File: config.mk
export PLATFORM = sky130hd
export DESIGN_NAME = partial_ipv4_address_parser
export DESIGN_NICKNAME = d
export VERILOG_FILES = /design/src/rtl/pipap_pkg.sv /design/src/rtl/pipap_in_stage.sv /design/src/rtl/pipap_parse.sv /design/src/rtl/pipap_out_stage.sv /design/src/rtl/partial_ipv4_address_parser.sv
export SDC_FILE = /design/constraint.sdc
export NUM_CORES = 1
export LEC_CHECK = 0
export ABC_AREA = 1
export ABC_CLOCK_PERIOD_IN_PS = 9400
export BUFFER_PORTS_ARGS = -buffer_cell sky130_fd_sc_hd__buf_4
export CAP_MARGIN = 20
export CORE_UTILIZATION = 60
export CTS_CLUSTER_SIZE = 30
export DETAILED_ROUTE_END_ITERATION = 6
export PLACE_DENSITY_LB_ADDON = 0.05
export SYNTH_ARGS = -nofsm -noshare
export SYNTH_HDL_FRONTEND = slang
export SYNTH_SLANG_ARGS = --single-unit
File: constraint.sdc
create_clock -name i_clk -period 9.4 [get_ports i_clk]
set_input_delay 0.47 -clock i_clk [delete_from_list [all_inputs] [get_ports i_clk]]
set_output_delay 0.47 -clock i_clk [all_outputs]
set_load 0.01 [all_outputs]
File: src/rtl/pipap_pkg.sv
`default_nettype none

package pipap_pkg;

    localparam int unsigned CHAR_W  = 8;
    localparam int unsigned ADDR_W  = 32;
    localparam int unsigned PORT_W  = 16;
    localparam int unsigned OCTET_W = 10;
    localparam int unsigned RUN_W   = 3;

    localparam logic [CHAR_W-1:0] CHAR_NUL   = 8'h00;
    localparam logic [CHAR_W-1:0] CHAR_TAB   = 8'h09;
    localparam logic [CHAR_W-1:0] CHAR_CR    = 8'h0D;
    localparam logic [CHAR_W-1:0] CHAR_SPACE = 8'h20;
    localparam logic [CHAR_W-1:0] CHAR_PLUS  = 8'h2B;
    localparam logic [CHAR_W-1:0] CHAR_MINUS = 8'h2D;
    localparam logic [CHAR_W-1:0] CHAR_DOT   = 8'h2E;
    localparam logic [CHAR_W-1:0] CHAR_ZERO  = 8'h30;
    localparam logic [CHAR_W-1:0] CHAR_NINE  = 8'h39;
    localparam logic [CHAR_W-1:0] CHAR_COLON = 8'h3A;

    localparam logic [OCTET_W-1:0] OCTET_MAX  = 10'd255;
    localparam logic [RUN_W-1:0]   DIGITS_MAX = 3'd3;

    typedef enum logic [2:0] {
        PH_START,
        PH_OCTET,
        PH_PORT_WS,
        PH_PORT_DIG,
        PH_SKIP
    } t_phase;

    typedef enum logic {
        REG_LOCAL_ADDRESS = 1'b0,
        REG_DEFAULT_PORT  = 1'b1
    } t_cfg_reg;

    typedef struct packed {
        logic              valid;
        logic [CHAR_W-1:0] code;
    } t_char_item;

    typedef struct packed {
        logic              status;
        logic [ADDR_W-1:0] ip_address;
        logic [PORT_W-1:0] port_number;
    } t_result;

    function automatic logic is_digit(input logic [CHAR_W-1:0] c);
        return (c >= CHAR_ZERO) && (c <= CHAR_NINE);
    endfunction

    function automatic logic is_space(input logic [CHAR_W-1:0] c);
        return (c == CHAR_SPACE) || ((c >= CHAR_TAB) && (c <= CHAR_CR));
    endfunction

endpackage

`default_nettype wire

File: src/rtl/pipap_in_stage.sv
`default_nettype none

module pipap_in_stage (
    input  wire logic                        i_clk,
    input  wire logic                        i_rst_n,
    input  wire logic                        i_valid,
    input  wire logic [pipap_pkg::CHAR_W-1:0] i_char_code,
    input  wire logic                        i_take,
    output logic                             o_stall,
    output pipap_pkg::t_char_item            o_item
);

    logic                         r_valid;
    logic [pipap_pkg::CHAR_W-1:0] r_code;
    logic                         load;

    // held character not consumed this cycle blocks the next transfer
    assign o_stall = r_valid && !i_take;
    assign load    = i_valid && !o_stall;

    always_ff @(posedge i_clk) begin
        if (!i_rst_n) begin
            r_valid <= 1'b0;
        end else if (load) begin
            r_valid <= 1'b1;
        end else if (i_take) begin
            r_valid <= 1'b0;
        end
    end

    always_ff @(posedge i_clk) begin
        if (load) begin
            r_code <= i_char_code;
        end
    end

    assign o_item.valid = r_valid;
    assign o_item.code  = r_code;

endmodule

`default_nettype wire

File: src/rtl/pipap_parse.sv
`default_nettype none

module pipap_parse (
    input  wire logic                         i_clk,
    input  wire logic                         i_rst_n,
    input  wire logic                         i_cfg_we,
    input  wire logic                         i_cfg_index,
    input  wire logic [pipap_pkg::ADDR_W-1:0] i_cfg_data,
    input  wire logic                         i_take,
    input  wire logic [pipap_pkg::CHAR_W-1:0] i_code,
    output pipap_pkg::t_result                o_result
);

    logic [pipap_pkg::ADDR_W-1:0] r_local_address;
    logic [pipap_pkg::PORT_W-1:0] r_default_port;

    pipap_pkg::t_phase             r_phase, n_phase;
    logic [pipap_pkg::OCTET_W-1:0] r_octet, n_octet;
    logic [pipap_pkg::RUN_W-1:0]   r_run, n_run;
    logic [pipap_pkg::ADDR_W-1:0]  r_addr, n_addr;
    logic [pipap_pkg::ADDR_W-1:0]  r_mask, n_mask;
    logic [pipap_pkg::PORT_W-1:0]  r_port, n_port;
    logic                          r_neg, n_neg;
    logic                          r_err, n_err;

    pipap_pkg::t_phase             eff_phase;
    logic [pipap_pkg::CHAR_W-1:0]  digit;
    logic [pipap_pkg::OCTET_W-1:0] octet_step;
    logic [pipap_pkg::PORT_W-1:0]  port_step;
    logic                          octet_ok;
    logic [pipap_pkg::ADDR_W-1:0]  addr_shift;
    logic [pipap_pkg::ADDR_W-1:0]  mask_shift;
    logic                          res_err;

    // configuration registers
    always_ff @(posedge i_clk) begin
        if (!i_rst_n) begin
            r_local_address <= '0;
            r_default_port  <= '0;
        end else if (i_cfg_we) begin
            unique case (pipap_pkg::t_cfg_reg'(i_cfg_index))
                pipap_pkg::REG_LOCAL_ADDRESS: r_local_address <= i_cfg_data;
                pipap_pkg::REG_DEFAULT_PORT:
                    r_default_port <= i_cfg_data[pipap_pkg::PORT_W-1:0];
            endcase
        end
    end

    // first character behaves as though a dot preceded it
    assign eff_phase  = (r_phase == pipap_pkg::PH_START) ? pipap_pkg::PH_OCTET : r_phase;
    assign digit      = i_code - pipap_pkg::CHAR_ZERO;
    assign octet_step = (r_octet << 3) + (r_octet << 1) + {2'b00, digit};
    assign port_step  = (r_port << 3) + (r_port << 1) + {8'h00, digit};
    assign octet_ok   = (r_octet <= pipap_pkg::OCTET_MAX);
    assign addr_shift = {r_addr[pipap_pkg::ADDR_W-9:0], r_octet[7:0]};
    assign mask_shift = {r_mask[pipap_pkg::ADDR_W-9:0], 8'h00};

    // next state
    always_comb begin
        n_phase = r_phase;
        n_octet = r_octet;
        n_run   = r_run;
        n_addr  = r_addr;
        n_mask  = r_mask;
        n_port  = r_port;
        n_neg   = r_neg;
        n_err   = r_err;
        if (i_take) begin
            if (i_code == pipap_pkg::CHAR_NUL) begin
                n_phase = pipap_pkg::PH_START;
                n_octet = '0;
                n_run   = '0;
                n_addr  = '0;
                n_mask  = '1;
                n_port  = '0;
                n_neg   = 1'b0;
                n_err   = 1'b0;
            end else if (r_phase == pipap_pkg::PH_START && i_code == pipap_pkg::CHAR_DOT) begin
                n_phase = pipap_pkg::PH_OCTET;
            end else begin
                unique case (eff_phase)
                    pipap_pkg::PH_OCTET: begin
                        n_phase = pipap_pkg::PH_OCTET;
                        if (pipap_pkg::is_digit(i_code)) begin
                            n_octet = octet_step;
                            n_run   = r_run + 3'd1;
                            if (r_run == pipap_pkg::DIGITS_MAX) begin
                                n_err   = 1'b1;
                                n_phase = pipap_pkg::PH_SKIP;
                            end
                        end else if (i_code != pipap_pkg::CHAR_DOT &&
                                     i_code != pipap_pkg::CHAR_COLON) begin
                            n_err   = 1'b1;
                            n_phase = pipap_pkg::PH_SKIP;
                        end else if (!octet_ok) begin
                            n_err   = 1'b1;
                            n_phase = pipap_pkg::PH_SKIP;
                        end else begin
                            n_addr  = addr_shift;
                            n_mask  = mask_shift;
                            n_octet = '0;
                            n_run   = '0;
                            if (i_code == pipap_pkg::CHAR_COLON) begin
                                n_phase = pipap_pkg::PH_PORT_WS;
                            end
                        end
                    end
                    pipap_pkg::PH_PORT_WS: begin
                        if (pipap_pkg::is_space(i_code)) begin
                            n_phase = pipap_pkg::PH_PORT_WS;
                        end else if (i_code == pipap_pkg::CHAR_PLUS) begin
                            n_phase = pipap_pkg::PH_PORT_DIG;
                        end else if (i_code == pipap_pkg::CHAR_MINUS) begin
                            n_neg   = 1'b1;
                            n_phase = pipap_pkg::PH_PORT_DIG;
                        end else if (pipap_pkg::is_digit(i_code)) begin
                            n_port  = port_step;
                            n_phase = pipap_pkg::PH_PORT_DIG;
                        end else begin
                            n_phase = pipap_pkg::PH_SKIP;
                        end
                    end
                    pipap_pkg::PH_PORT_DIG: begin
                        if (pipap_pkg::is_digit(i_code)) begin
                            n_port = port_step;
                        end else begin
                            n_phase = pipap_pkg::PH_SKIP;
                        end
                    end
                    default: begin
                        n_phase = r_phase;
                    end
                endcase
            end
        end
    end

    always_ff @(posedge i_clk) begin
        if (!i_rst_n) begin
            r_phase <= pipap_pkg::PH_START;
            r_octet <= '0;
            r_run   <= '0;
            r_addr  <= '0;
            r_mask  <= '1;
            r_port  <= '0;
            r_neg   <= 1'b0;
            r_err   <= 1'b0;
        end else begin
            r_phase <= n_phase;
            r_octet <= n_octet;
            r_run   <= n_run;
            r_addr  <= n_addr;
            r_mask  <= n_mask;
            r_port  <= n_port;
            r_neg   <= n_neg;
            r_err   <= n_err;
        end
    end

    // result for a terminating character
    always_comb begin
        o_result = '0;
        if (eff_phase == pipap_pkg::PH_OCTET) begin
            // last octet still open: close it, no port text
            res_err                = !octet_ok;
            o_result.ip_address    = (r_local_address & mask_shift) | addr_shift;
            o_result.port_number   = r_default_port;
        end else begin
            res_err                = r_err;
            o_result.ip_address    = (r_local_address & r_mask) | r_addr;
            o_result.port_number   = r_neg ? (16'h0000 - r_port) : r_port;
        end
        o_result.status = res_err;
        if (res_err) begin
            o_result.ip_address  = '0;
            o_result.port_number = '0;
        end
    end

endmodule

`default_nettype wire

File: src/rtl/pipap_out_stage.sv
`default_nettype none

module pipap_out_stage (
    input  wire logic               i_clk,
    input  wire logic               i_rst_n,
    input  wire logic               i_push,
    input  wire pipap_pkg::t_result i_result,
    input  wire logic               i_stall,
    output logic                    o_valid,
    output pipap_pkg::t_result      o_result,
    output logic                    o_full
);

    logic               r_head_valid;
    logic               r_skid_valid;
    pipap_pkg::t_result r_head;
    pipap_pkg::t_result r_skid;
    logic               pop;

    assign pop      = r_head_valid && !i_stall;
    assign o_valid  = r_head_valid;
    assign o_result = r_head;
    assign o_full   = r_skid_valid;

    always_ff @(posedge i_clk) begin
        if (!i_rst_n) begin
            r_head_valid <= 1'b0;
            r_skid_valid <= 1'b0;
        end else begin
            priority if (pop && i_push) begin
                r_head_valid <= 1'b1;
            end else if (pop) begin
                r_head_valid <= r_skid_valid;
                r_skid_valid <= 1'b0;
            end else if (i_push) begin
                r_head_valid <= 1'b1;
                r_skid_valid <= r_head_valid;
            end else begin
                r_head_valid <= r_head_valid;
            end
        end
    end

    always_ff @(posedge i_clk) begin
        priority if (pop && i_push) begin
            if (r_skid_valid) begin
                r_head <= r_skid;
                r_skid <= i_result;
            end else begin
                r_head <= i_result;
            end
        end else if (pop) begin
            r_head <= r_skid;
        end else if (i_push) begin
            if (r_head_valid) begin
                r_skid <= i_result;
            end else begin
                r_head <= i_result;
            end
        end else begin
            r_head <= r_head;
        end
    end

endmodule

`default_nettype wire

File: src/rtl/partial_ipv4_address_parser.sv
// Dotted IPv4 text parser: one character per transfer on the input channel,
// a NUL character closes the string and gives exactly one result (status,
// completed address, port); other characters give none. Octets missing from
// the text are filled from local_address, the port comes from the text after
// ':' or else from default_port. Each character sits in the input register,
// then the parse step updates the state registers and a NUL writes its result
// into a two-entry output buffer, so one character is taken every cycle while
// the output side keeps up. A NUL's result passes through the input register
// and then the output buffer before it is shown. The input side only stalls
// when a NUL is waiting and both output entries are full. The user must write
// configuration registers through the plain write port while the block is
// idle; the block itself does not enforce this. Index 0 local_address,
// index 1 default_port.
`default_nettype none

module partial_ipv4_address_parser (
    input  wire logic                         i_clk,
    input  wire logic                         i_rst_n,
    // configuration write port
    input  wire logic                         i_cfg_we,
    input  wire logic                         i_cfg_index,
    input  wire logic [pipap_pkg::ADDR_W-1:0] i_cfg_data,
    // character channel
    input  wire logic                         i_in_valid,
    output logic                              o_in_stall,
    input  wire logic [pipap_pkg::CHAR_W-1:0] i_char_code,
    // result channel
    output logic                              o_out_valid,
    input  wire logic                         i_out_stall,
    output logic                              o_status,
    output logic [pipap_pkg::ADDR_W-1:0]      o_ip_address,
    output logic [pipap_pkg::PORT_W-1:0]      o_port_number
);

    pipap_pkg::t_char_item item;
    pipap_pkg::t_result    step_result;
    pipap_pkg::t_result    out_result;
    logic                  is_nul;
    logic                  out_full;
    logic                  take;
    logic                  push;

    // a held character moves on unless it is a NUL with nowhere to go
    assign is_nul = (item.code == pipap_pkg::CHAR_NUL);
    assign take   = item.valid && !(is_nul && out_full);
    assign push   = take && is_nul;

    pipap_in_stage u_in_stage (
        .i_clk       (i_clk),
        .i_rst_n     (i_rst_n),
        .i_valid     (i_in_valid),
        .i_char_code (i_char_code),
        .i_take      (take),
        .o_stall     (o_in_stall),
        .o_item      (item)
    );

    // parse state, config registers and result formation
    pipap_parse u_parse (
        .i_clk       (i_clk),
        .i_rst_n     (i_rst_n),
        .i_cfg_we    (i_cfg_we),
        .i_cfg_index (i_cfg_index),
        .i_cfg_data  (i_cfg_data),
        .i_take      (take),
        .i_code      (item.code),
        .o_result    (step_result)
    );

    // result register plus skid entry
    pipap_out_stage u_out_stage (
        .i_clk    (i_clk),
        .i_rst_n  (i_rst_n),
        .i_push   (push),
        .i_result (step_result),
        .i_stall  (i_out_stall),
        .o_valid  (o_out_valid),
        .o_result (out_result),
        .o_full   (out_full)
    );

    assign o_status      = out_result.status;
    assign o_ip_address  = out_result.ip_address;
    assign o_port_number = out_result.port_number;

endmodule

`default_nettype wire

==> results.tsv <==
metric	value	unit
status	completed	
PwrDens	164	nW/um^2
Commonest cells post-synth	nand2_1 (324), nor2_1 (258), inv_1 (158), o21ai_0 (132), a21oi_1 (123)	
CTS root buf	clkbuf_16	
first-pass GRT wire length	47300	um
vias in the first global route	9080	
FP Rows	51	
CTS Hold Bufs	0	
die width	143	um
fin cells	1886	
final worst path period share	42.7	%
routability cong.	0.910	
number of DRC markers in iteration 0	1011	
Vias	10383	
DR vias/cell	5.51	
placed cells	1841	
Die Y	143	um
Main synth FF type	dfxtp_1	
endpoints failing setup	0	
leading area contributor after synthesis	edfxtp_1	
area delta synth->final	13.9	%
Total GRT Usage	29.8	%
FMAX	249	MHz
CP required	9.65	ns
Post-DRT Antenna Nets	0	
IO Count	97	
share of the synthesized area in the top cell type	26.8	%
slew margin rel.	30.2	%
# clock sinks	227	
Nets	1702	
leakage power total	6.14	nW
htree depth	1	
WL/cell	15.9	um
setup TNS	0	ns
initial antenna violation count	0	
DRT Wirelength	30100	um
Yosys cell types	37	
Final Critical Period	4.01	ns
Net Count, Synth	1641	
CP Max Fanout	78	
Hold Crit Class	in -> reg	
Max-Cap Viols	0	
die area	20400	um^2
Crit. End Element	flip-flop	
synth top area cells	edfxtp_1 (27%), dfxtp_1 (20%), nand2_1 (10%), nor2_1 (8.1%), o21ai_0 (5.6%)	
Core Footprint	19500	um^2
cell with the most instances after synthesis	nand2_1	
IO Port Bufs	96	
fraction of registers with async set/reset	0	%
register area share after synthesis	47.1	%
initial core utilization	61.1	%
largest net degree at the start of global routing	79	
Clock Skews	0.0158	ns
CTS tree	yes	
max-slew violation count	0	
syn avg cell area	7.71	um^2
Reg clk slew, reported paths	0.06	ns
total congestion overflow	0	
Worst setup SP type	flip-flop	
latest clock arrival within the worst-skew pair	0.52	ns
R2R Setup Slk	5.39	ns
DRC	0	
final count of hold timing violations	0	
drt pass-1 iters	7	
clk buf depth	3	
synthesized flop and latch total	227	
worst vdd ir	0.000146	V
layout cells sized above 1	10.3	%
RSZ-0062 raised after global routing	false	
yosys warns	0	
Post-Synthesis Cells	1542	
Detailed Place HPWL	21100	um
critical path arrival	4.26	ns
Post-synth EDFFs	106	
cts bufs inserted	24	
Resized cells post-CTS	0	
Least-Margin Pin Slew	1.05	ns
kind of critical path	reg -> reg	
Mapped Area	11900	um^2
# diodes	0	
post-CTS setup buffers	0	
cells by family after synthesis:
logic type	share of synthesized area (%)
compound gates	11.8
xor+xnor	0.589
simple gates	25.5
buf+inv	7.85
fa+ha+maj	6.34
mux	0.758
flops	47.1
worst max-delay path: stages (launching register included):
cell and delay [ns]:
edfxtp_1 0.49, inv_1 0.12, ha_1 0.19, nand2_1 0.10, nor2_4 0.63, nand2_1 0.36
inv_1 0.19, ha_1 0.18, nand2_1 0.12, nand2_2 0.10, buf_4 0.52, inv_1 0.46
nor2_1 0.20, a21oi_1 0.06
metal layers:
metal / global-route usage (%) / share of wire, % / vias up
met5: 0 / 0 / -
met4: 6.79 / 1.8 / 0
met3: 6.67 / 9.8 / 42
met2: 43.8 / 42 / 429
met1: 44.5 / 46 / 4761
li1: - / - / 5151
cells in the final DEF, fill, tap and decap left out, drive strengths merged, types with 4 or more instances in the layout:
master,netlist,routed
inv,163,163
nand3,113,113
buf,18,105
mux2i,9,9
ha,41,41
a21oi,123,123
nand2,328,328
edfxtp,106,106
o21ai,134,134
dfxtp,121,121
nand4,9,9
clkinv,1,6
xor2,5,5
fa,12,12
nand3b,5,5
o211ai,9,9
clkbuf,52,36
nor3,13,13
or2,4,4
nor2,267,267
path summary, 6_finish.rpt:
check,start,end,cells past startpoint
setup / recovery,u_in_stage.r_code[4]$_DFFE_PP_,u_out_stage.o_result[14]$_DFFE_PP_,13
hold / removal,i_char_code[7],u_in_stage.r_code[7]$_DFFE_PP_,1
setup reg to reg,u_in_stage.r_code[4]$_DFFE_PP_,u_out_stage.o_result[14]$_DFFE_PP_,13
hold reg to reg,u_parse.r_run[1]$_SDFFE_PN0P_,u_parse.r_run[1]$_SDFFE_PN0P_,2
cell type report:
type / count / area (um^2)
Clock inverter: 8 / 83.8
Multi-Input combinational cell: 1081 / 5380
Timing Repair Buffer: 105 / 801
Tap cell: 265 / 332
Clock buffer: 36 / 718
Inverter: 164 / 618
Sequential cell: 227 / 5610
Fill cell: 1650 / 5920
flip-flops by register name (all words and copies together), names as in the netlist, 4 cells and up:
| signal | count |
|---|---|
| u_parse.r_addr | 32 |
| u_parse.r_octet | 10 |
| u_in_stage.r_code | 8 |
| u_parse.r_local_address | 32 |
| u_parse.r_mask | 4 |
| u_out_stage.o_result | 49 |
| u_parse.r_default_port | 16 |
| u_parse.r_port | 16 |
| u_out_stage.r_skid | 49 |
stage by stage:
stage               hold WS [ns]  util [%]  cell area, um^2  setup WS [ns]  total power [mW]
CTS                        0.116      69.5            13500           5.42              2.22
detailed placement         0.459      65.3            12700           5.44              1.29
global placement           0.451      65.3            12700           5.56              1.28
global route               0.113      69.6            13500           4.98              2.29
finish                     0.131      69.6            13500           5.39              2.22
floorplan                  0.440         -            11900           4.11              1.22
report_power, final:
part / switching (mW) / internal (mW)
logic: 0.127 / 0.0692
clock network: 0.386 / 0.559
registers: 0.0148 / 1.06
No activity file was read; power rests on OpenSTA's default activity.
